File: config.mk
export PLATFORM = sky130hd
export DESIGN_NAME = b2b_ram
export DESIGN_NICKNAME = d
export VERILOG_FILES = /design/src/rtl/b2b_ram.sv
export SDC_FILE = /design/constraint.sdc
export NUM_CORES = 1
export LEC_CHECK = 0
export BUFFER_PORTS_ARGS = -buffer_cell sky130_fd_sc_hd__buf_2
export CAP_MARGIN = 40
export CORE_MARGIN = 4
export CORE_UTILIZATION = 35
export DETAILED_ROUTE_END_ITERATION = 7
export PLACE_DENSITY_LB_ADDON = 0.08
export RECOVER_POWER = 50
export SYNTH_ARGS = -nofsm -noshare
export SYNTH_HDL_FRONTEND = slang
export SYNTH_SLANG_ARGS = --single-unit
File: constraint.sdc
create_clock -name clock -period 12.2 [get_ports clock]
set_input_delay 2.44 -clock clock [delete_from_list [all_inputs] [get_ports clock]]
set_output_delay 2.44 -clock clock [all_outputs]
set_load 0.01 [all_outputs]
File: src/rtl/b2b_ram.sv
// generic one-write one-read synchronous ram
module b2b_ram #(
   parameter int WIDTH = 64,
   parameter int DEPTH = 16
) (
   input  logic                     clock,
   input  logic                     wr_en,
   input  logic [$clog2(DEPTH)-1:0] wr_addr,
   input  logic [WIDTH-1:0]         wr_data,
   input  logic [$clog2(DEPTH)-1:0] rd_addr,
   output logic [WIDTH-1:0]         rd_data
);
   logic [WIDTH-1:0] mem [DEPTH];

   always_ff @(posedge clock) begin
      if (wr_en) begin
         mem[wr_addr] <= wr_data;
      end
      rd_data <= mem[rd_addr];
   end
endmodule

---- After elaboration in Yosys (flattened, before gate mapping) ----
Memories as Yosys holds them, arrays and structs flattened. A register that Yosys moved wholly into a read port is not among the register bits.
Index checks and enable logic that the tools add are counted.
word-level totals
  register bits after elaboration ......... 0
  memories kept ........................... 1
  RAM bits ................................ 1024
  logic and storage cells ................. 3
  input port bits ......................... 74
  output and inout bits ................... 64
memory list
  name  depth  width  rd ports  clocked after Yosys merged registers in  wr ports  RTL line  text
  mem   16     64     1         1                                        1         13        logic [WIDTH-1:0] mem [DEPTH];
cells by class
  muxes and demuxes ....................... 2
operator list
  kind    count
  $mux 1  2

---- Longest topological paths before layout ----
Gate-level depths: netlist (run 1).
  depth in word-level cells ............... 2
  depth in mapped cells ................... 6
  mapped depth without buffers ............ 3

---- Least setup slack after synthesis (run 1) ----
OpenSTA, ideal clock, no wires.
  kind .................................... input to register
  start ................................... in wr_addr[2]
  end ..................................... mem mem[0][0], enable pin
  buffers on the path ..................... 0
  library setup time ...................... 0.565 ns
  setup slack ............................. 4.331 ns
  stages on the path ...................... 2
  data arrival time ....................... 7.303 ns
  data required time ...................... 11.635 ns
  path through ............................ or3b_2 > nor3_1
RTL lines
  item             RTL line  text
  start, declared  8         input logic [$clog2(DEPTH)-1:0] wr_addr,
  end, declared    13
Straight into the memory's write port.

---- Final worst setup path (run 1) ----
  start ................................... in wr_addr[0]
  end ..................................... mem mem[9][62], enable pin
Straight into the memory's write port.

==> impl_metrics.py, run 1 <==
metrics = {
    "worst_setup_path": {
        "crit_chain": "clkbuf_1 > nand2b_1 > nor2_1 > buf_4 > buf_4",
        "endpoint_kind": "flop",
        "cp-start-kind": "input port",
        "cp_slowest_stage_delay_ps": 1140,
        "cp_data_arrival_time_ps": 5430,
        "cpMostUsedCell": "buf_4",
        "path_class": "input port to flop",
        "worstPathMaxFanout": 35,
        "slowest_stage": "nor2_1",
        "critPathTopFamily": "buffers and inverters",
        "required_ps": 12520,
        "critPathBufInv": 3,
    },
    "die": {
        "die_w_um": 344,
        "core_area_mm2": 0.112,
        "die-area_mm2": 0.119,
        "boundaryPins": 138,
        "dieHeight_um": 344,
        "start_util_pct": 35.2,
        "num_rows": 123,
    },
    "routing": {
        "drt_first_pass_iters": 7,
        "num_vias": 17900,
        "viasPerCell": 5.13,
        "drc": 0,
        "routed_wl_mm": 95.7,
        "drt_iter0_markers": 1373,
        "wire_per_inst_um": 27.5,
        "ant_nets": 0,
    },
    "status": {
        "status": "finished, violations left",
        "violations": "capacitance limit, slew limit",
    },
    "global_routing": {
        "grt_antenna_before_repair": 8,
        "first_global_vias": 19400,
        "grt_pass1_wl_mm": 139,
        "grt_max_degree": 107,
        "track_usage_pct": 16.3,
        "grt.overflow.total": 0,
    },
    "synthesis": {
        "synth_top_cell_by_area": "edfxtp_1",
        "ys_warn_count": 0,
        "netlist_instances": 1647,
        "ys_seq_area_share_pct": 80.9,
        "synth_top_area_share_pct": 77.7,
        "syn_area_per_cell_um2": 24.0,
        "synth_fp_nets": 1721,
        "synth_cell_types": 18,
        "synth_area_leaders": "edfxtp_1, mux4_2, dfxtp_1",
        "ys_ff_latch": 1088,
        "synth_area_mm2": 0.0396,
    },
    "clock_network": {
        "cts.path.max_buffers": 3,
        "ctsHoldBuffers": 0,
        "post_cts_resized": 0,
        "clk_pin_slew_worst_paths_ps": 60,
        "post_cts.repair.setup_buffers": 0,
        "numCtsBuffers": 120,
        "clk_latency_ps": 700,
        "cts_sinks": 1088,
        "cts_tree": "built",
        "htree_levels": 3,
        "cts-root-buf": "clkbuf_16",
    },
    "placement": {
        "pre_cts_ws_ps": 6390,
        "io_buffer_count": 137,
        "globalplace.congestion": 0.685,
        "hpwlAfterDp_mm": 50.1,
    },
    "worst_hold_path": {
        "holdCritPathClass": "flop to flop",
    },
    "final_layout": {
        "drive_gt1_share_pct": 28.9,
        "syn_to_final_growth_pct": 17.0,
        "fin_nets": 1953,
    },
    "timing": {
        "period_minus_slack_ps": 5110,
        "final-hold-violation-count": 0,
        "max_freq_mhz": 196,
        "period_share_pct": 41.9,
        "rsz0062_at_grt": "no",
        "setup_viol": 0,
        "slew_headroom_pct": -9.07,
        "tns_ps": 0,
        "setup_ws_ps": 7090,
        "finalClockSkew_ps": 25.2,
        "hold_slack_ps": 666,
        "tightest_slew_ps": 1640,
        "finalMaxSlewViolations": 38,
    },
    "flow_run": {
        "drv_cap": 3,
    },
    "power_and_ir_drop": {
        "powerDensity_mw_per_mm2": 175,
        "p_total_mw": 8.11,
        "p_leak_nw": 14.7,
        "irDropWorstVdd_v": 0.000114,
    },
}
[synthesized netlist by cell type]
cell type,number
buf_4,6
nor3_1,4
nor2_1,13
dfxtp_1,64
nand2b_1,2
a22oi_1,128
edfxtp_1,1024
buf_2,13
buf_1,16
buf_6,13
clkbuf_1,36
nand2_1,65
nand3b_1,2
mux4_2,256
nor2b_1,2
and2_1,1
or3b_2,1
nand3_1,1
[layout make-up]
cell class | instances | area, µm²
Fill cell | 9902 | 66000
Timing Repair Buffer | 194 | 1300
Multi-Input combinational cell | 475 | 7200
Antenna cell | 3 | 7.51
Sequential cell | 1088 | 32000
Clock inverter | 61 | 564
Tap cell | 1500 | 1880
Clock buffer | 164 | 3340
[worst register-to-register path, delay by kind of cell (launching register included)]
| kind | cells | cell delay, ps |
|---|---|---|
| AO/OA/AOI/OAI | 1 | 210 |
| flip-flops | 1 | 370 |
| multiplexers | 1 | 480 |
| AND/OR/NAND/NOR | 1 | 230 |
[cell usage in the layout (no fill, tap or decap), types with 8 or more instances in the layout]
cell	n
clkinv_2	24
mux4_2	256
clkbuf_1	98
dfxtp_1	64
nand2_1	65
clkbuf_8	15
edfxtp_1	1024
nor2_4	10
a22oi_1	128
buf_16	12
clkinv_1	20
buf_4	40
clkbuf_16	121
buf_2	68
bufinv_16	8
[metal layers]
layer  track usage (%)  wire length (µm)  share of wire (%)
met1              22.7             43100                 45
met2              26.9             47000                 49
met3              3.10              3760                3.9
met4              3.64              1860                1.9
met5                 0                16              0.017
[report_power, final]
| part | leakage (nW) | internal [mW] | total [mW] | switching (mW) |
|---|---|---|---|---|
| Sequential | 9.79 | 4.18 | 4.21 | 0.0267 |
| Combinational | 2.95 | 0.148 | 0.375 | 0.227 |
| Clock | 1.93 | 2.08 | 3.52 | 1.44 |
| Total | 14.7 | 6.41 | 8.11 | 1.70 |
[metrics by stage]
step / utilization (%) / cell area, µm² / cells
detailed placement: 37.9 / 42500 / 3257
CTS: 41.3 / 46400 / 3482
global placement: 37.5 / 42200 / 3243
finish: 41.2 / 46300 / 3485
global route: 41.2 / 46300 / 3482
floorplan: - / 39600 / 1647
[worst paths after layout]
| kind | start | to | slack [ps] | depth (start not counted) |
|---|---|---|---|---|
| min | mem[12][44] | rd_data[44] | 670 | 3 |
| max reg2reg | mem[11][63] | rd_data[63] | 10710 | 3 |
| min reg2reg | mem[12][44] | rd_data[44] | 670 | 3 |
| max | wr_addr[0] | mem[9][62] | 7090 | 5 |
[kinds of logic (layout without fill, tap and decap cells)]
kind of cell,count (synthesis),after routing,share of synthesized area [%]
muxes,256,256,14.6
DFF,1088,1088,80.9
AOI/OAI and AO/OA,128,128,2.43
and+or+nand+nor,91,91,0.942
buffers and inverters,84,419,1.14
other,0,3,0
[registers in the layout, indices dropped and copies added (netlist names)]
signal and flops:
mem 1024, rd_data 64
No activity file was read; power rests on OpenSTA's default activity.
==> run 2: changes to the inputs <==
Clock period 12.2 ns to 4.93 ns, I/O delays scaled along.
==> impl_metrics.py, run 2 (synthesis results as in run 1) <==
metrics = {
    "global_routing": {
        "grt_max_degree": 87,
        "track_usage_pct": 16.3,
        "first_global_vias": 19500,
        "grt_antenna_before_repair": 9,
        "grt.overflow.total": 0,
        "grt_pass1_wl_mm": 139,
    },
    "final_layout": {
        "finalNonFillerCells": 3468,
        "fin_nets": 1938,
        "regMostFlops": "mem",
        "largest_reg_flops": 1024,
        "fillers": 9919,
        "reg_top3": "mem: 1024 flops, rd_data: 64 flops",
        "layout_common_cells": "edfxtp_1, mux4_2, a22oi_1",
        "final_common_cell": "edfxtp_1",
        "syn_to_final_growth_pct": 16.9,
        "drive_gt1_share_pct": 28.0,
        "multi_input_area_mm2": 0.00724,
        "regArea_mm2": 0.0320,
    },
    "worst_setup_path": {
        "crit_chain": "buf_2 > nand2b_1 > nor2_1 > clkbuf_1",
        "path_class": "input port to flop",
        "required_ps": 5160,
        "worstPathMaxFanout": 24,
        "cp.depth": 4,
        "critPathBufInv": 2,
        "slowest_stage": "clkbuf_1",
        "cp_data_arrival_time_ps": 3560,
        "cp-start-kind": "input port",
        "critPathTopFamily": "buffers and inverters",
        "cp_slowest_stage_delay_ps": 1750,
        "endpoint_kind": "flop",
        "reg2reg_depth": 3,
    },
    "timing": {
        "final-hold-violation-count": 0,
        "setup_ws_ps": 1600,
        "slew_headroom_pct": -62.1,
        "tns_ps": 0,
        "rsz0062_at_grt": "no",
        "finalMaxSlewViolations": 169,
        "period_share_pct": 67.6,
        "finalClockSkew_ps": 19.7,
        "setup_viol": 0,
        "tightest_slew_ps": 2430,
        "max_freq_mhz": 300,
        "period_minus_slack_ps": 3330,
        "hold_slack_ps": 665,
    },
    "clock_network": {
        "cts.path.max_buffers": 3,
        "htree_levels": 3,
        "post_cts.repair.setup_buffers": 0,
        "post_cts_resized": 0,
        "ctsHoldBuffers": 0,
        "numCtsBuffers": 117,
        "cts_sinks": 1088,
        "cts_tree": "built",
        "cts-root-buf": "clkbuf_16",
        "clk_pin_slew_worst_paths_ps": 60,
        "clk_latency_ps": 680,
    },
    "power_and_ir_drop": {
        "p_total_mw": 20.0,
        "irDropWorstVdd_v": 0.000268,
        "powerDensity_mw_per_mm2": 432,
        "p_leak_nw": 14.6,
    },
    "routing": {
        "num_vias": 17800,
        "wire_per_inst_um": 27.6,
        "ant_nets": 0,
        "viasPerCell": 5.14,
        "drc": 0,
        "drt_iter0_markers": 1338,
        "drt_first_pass_iters": 5,
        "routed_wl_mm": 95.9,
    },
    "flow_run": {
        "drv_cap": 5,
    },
    "placement": {
        "io_buffer_count": 137,
        "globalplace.congestion": 0.681,
        "pre_cts_ws_ps": 1680,
        "dpl.cell_count": 3245,
        "hpwlAfterDp_mm": 44.6,
    },
    "die": {
        "dieHeight_um": 344,
        "num_rows": 123,
        "die_w_um": 344,
        "die-area_mm2": 0.119,
        "core_area_mm2": 0.112,
        "start_util_pct": 35.2,
        "boundaryPins": 138,
    },
    "status": {
        "violations": "capacitance limit, slew limit",
        "status": "finished, violations left",
    },
    "worst_hold_path": {
        "holdCritPathClass": "flop to flop",
        "holdPathStages": 3,
    },
}
==> run 2: changes by cell type in the layout (fill, tap and decap cells not counted), moves of 3 or more <==
cell,before,now
clkbuf_1,98,108
clkbuf_2,0,3
buf_16,12,1
buf_12,2,26
buf_4,40,13
clkinv_2,24,14
nor3_4,0,4
clkbuf_8,15,9
==> run 2: power breakdown <==
part           switching (mW)  internal, mW
clock                    3.48          5.15
sequential             0.0703          10.3
combinational           0.559         0.368
total                    4.10          15.9
==> run 2: worst paths after layout <==
kind,from,to,slack [ps]
max reg2reg,mem[11][15],rd_data[15],3440
min reg2reg,mem[14][13],rd_data[13],660
min,mem[14][13],rd_data[13],660
max,wr_addr[0],mem[9][38],1600
==> run 2: cell type report <==
class,instances,share of cell area [%]
diodes,3,0.0162
clock buffers,171,7.14
clock inverters,49,1.11
multi-input cells,475,15.7
flip-flops and latches,1088,69.2
well taps,1500,4.06
repair buffers,182,2.79
==> run 2: tightest hold or removal path: cells and delay by family (launching register included) <==
kind / cells / cell delay (ps)
DFF: 1 / 310
muxes: 1 / 220
AOI/OAI and AO/OA: 1 / 60
and+or+nand+nor: 1 / 50
==> run 2: per-layer routing <==
layer | track usage, % | routed length, µm
met1 | 23.2 | 43900
met2 | 26.3 | 45900
met3 | 3.07 | 4540
met4 | 3.68 | 1510
met5 | 0 | 47
==> run 2: through the flow <==
| step | area, µm² | utilization (%) |
|---|---|---|
| after floorplan | 39600 | - |
| after global placement | 42500 | 37.9 |
| after detailed placement | 42600 | 37.9 |
| after CTS | 46400 | 41.3 |
| after global routing | 46300 | 41.2 |
| final | 46300 | 41.2 |
==> run 3: changes to the inputs <==
Clock period 4.93 ns to 3.4 ns, I/O delays scaled along.
==> impl_metrics.py, run 3 (synthesis results as in run 1) <==
metrics = {
    "status": {
        "status": "finished, violations left",
        "violations": "capacitance limit, slew limit",
    },
    "final_layout": {
        "fin_nets": 1969,
        "reg_top3": "mem: 1024 flops, rd_data: 64 flops",
        "layout_common_cells": "edfxtp_1, mux4_2, a22oi_1",
        "syn_to_final_growth_pct": 18.4,
        "largest_reg_flops": 1024,
        "final_area_mm2": 0.0469,
        "final_common_cell": "edfxtp_1",
        "drive_gt1_share_pct": 29.8,
        "regArea_mm2": 0.0320,
        "fillers": 9822,
        "fin_util_pct": 41.7,
        "multi_input_area_mm2": 0.00719,
        "regMostFlops": "mem",
    },
    "timing": {
        "period_share_pct": 73.1,
        "final-hold-violation-count": 0,
        "tightest_slew_ps": 1620,
        "period_minus_slack_ps": 2490,
        "finalClockSkew_ps": 26.1,
        "slew_headroom_pct": -8.32,
        "rsz0062_at_grt": "no",
        "finalMaxSlewViolations": 26,
        "setup_viol": 0,
        "max_freq_mhz": 402,
    },
    "power_and_ir_drop": {
        "switchingPower_mw": 5.98,
        "power_frac_clock_pct": 44.0,
        "pwr-share-comb_pct": 4.7,
        "switching_share_pct": 20.3,
        "irDropWorstVdd_v": 0.000445,
        "p_leak_nw": 14.9,
        "internal_power_mw": 23.4,
        "powerDensity_mw_per_mm2": 628,
        "pwr-share-seq_pct": 51.3,
    },
    "routing": {
        "m1WireLength_mm": 42.0,
        "wl_met2_mm": 46.5,
        "drt_iter0_markers": 1234,
        "drt_first_pass_iters": 6,
        "wire_per_inst_um": 27.0,
        "ant_nets": 0,
        "met3_length_mm": 4.58,
        "drc": 0,
        "routed_wl_mm": 94.6,
        "viasPerCell": 5.11,
        "num_vias": 17900,
        "top_layer": "met5",
    },
    "worst_setup_path": {
        "slowest_stage": "clkbuf_1",
        "cp_slowest_stage_delay_ps": 1200,
        "cp.depth": 4,
        "crit_path_start": "wr_addr[2]",
        "cpMostUsedCell": "clkbuf_1",
        "cp-start-kind": "input port",
        "r2r-end": "rd_data[16]",
        "endpoint_kind": "flop",
        "path_class": "input port to flop",
        "critPathTopFamily": "buffers and inverters",
        "critPathBufInv": 2,
        "crit_chain": "clkbuf_1 > nand3_1 > nor2_1 > clkbuf_1",
        "required_ps": 3680,
        "reg2reg_slack_ps": 1940,
        "reg2reg_depth": 3,
        "cp_data_arrival_time_ps": 2760,
        "crit_path_end": "mem[13][38]",
        "worstPathMaxFanout": 15,
        "rr_startpoint": "mem[2][16]",
    },
    "global_routing": {
        "grt_max_degree": 65,
        "track_usage_pct": 16.1,
        "grt.overflow.total": 0,
        "grt_antenna_before_repair": 9,
        "first_global_vias": 19900,
        "grt_pass1_wl_mm": 138,
    },
    "die": {
        "die-area_mm2": 0.119,
        "boundaryPins": 138,
        "core_area_mm2": 0.112,
        "num_rows": 123,
        "start_util_pct": 35.2,
        "dieHeight_um": 344,
        "die_w_um": 344,
    },
    "placement": {
        "globalplace.congestion": 0.693,
        "place_area_mm2": 0.0430,
        "hpwlAfterDp_mm": 50.6,
        "io_buffer_count": 137,
    },
    "clock_network": {
        "numCtsBuffers": 119,
        "clk_latency_ps": 680,
        "cts.path.max_buffers": 3,
        "htree_levels": 3,
        "cts_tree": "built",
        "cts_sinks": 1088,
        "ctsHoldBuffers": 0,
        "cts-root-buf": "clkbuf_16",
        "post_cts_resized": 0,
        "clk_pin_slew_worst_paths_ps": 60,
        "post_cts.repair.setup_buffers": 0,
    },
    "worst_hold_path": {
        "holdCritPathClass": "input port to flop",
    },
    "flow_run": {
        "drv_cap": 2,
    },
}
[run 3: cell types whose count changed in the layout (fill, tap and decap cells not counted), sizes merged]
cell | before | now
inv | 3 | 2
diode | 3 | 2
clkinvlp | 0 | 5
buf | 112 | 140
clkbuf | 241 | 253
bufinv | 10 | 9
clkinv | 36 | 27
[run 3: power groups by stage]
stage                     logic, mW  registers, mW  clock network [mW]
after global placement         1.43           15.4                   0
after CTS                      1.45           15.1                13.4
after detailed placement       1.45           15.4                   0
after floorplan               0.717           15.4                   0
final                          1.38           15.1                13.0
after global routing           1.51           15.1                14.0
[run 3: worst min path at each step]
stage	end	start	depth (start not counted)
finish	mem[5][0]	wr_data[0]	1
global route	mem[4][41]	wr_data[41]	1
CTS	mem[4][41]	wr_data[41]	1
detailed placement	rd_data[57]	mem[4][57]	3
global placement	rd_data[53]	mem[15][53]	3
floorplan	rd_data[0]	mem[14][0]	3
[run 3: area by class of cell]
class | instances | area share [%]
flip-flops and latches | 1088 | 68.3
multi-input cells | 475 | 15.3
clock buffers | 182 | 7.62
well taps | 1500 | 4.00
repair buffers | 211 | 3.67
clock inverters | 43 | 1.01
diodes | 2 | 0.0107
[run 3: worst reg2reg max path, cell delays in order, from the launching register on]
cell	delay, ps
edfxtp_1	390
mux4_2	470
a22oi_1	330
nand2_1	140
[run 3: metrics by stage]
step	cells	worst slack [ps]	setup TNS, ps	hold slack (ps)	power, mW
3_3_place_gp	3273	771	0	651	16.8
5_1_grt	3499	854	0	499	30.6
3_5_place_dp	3274	769	0	659	16.8
2_1_floorplan	1647	-974	-235010	635	16.1
4_1_cts	3499	1350	0	309	29.9
6_report	3501	914	0	499	29.4
[run 3: per-layer routing]
metal / global-route usage (%) / vias to the layer above
met4: 3.90 / 10
li1: - / 7575
met1: 22.3 / 9778
met2: 26.7 / 398
met3: 2.94 / 120
met5: 0 / -
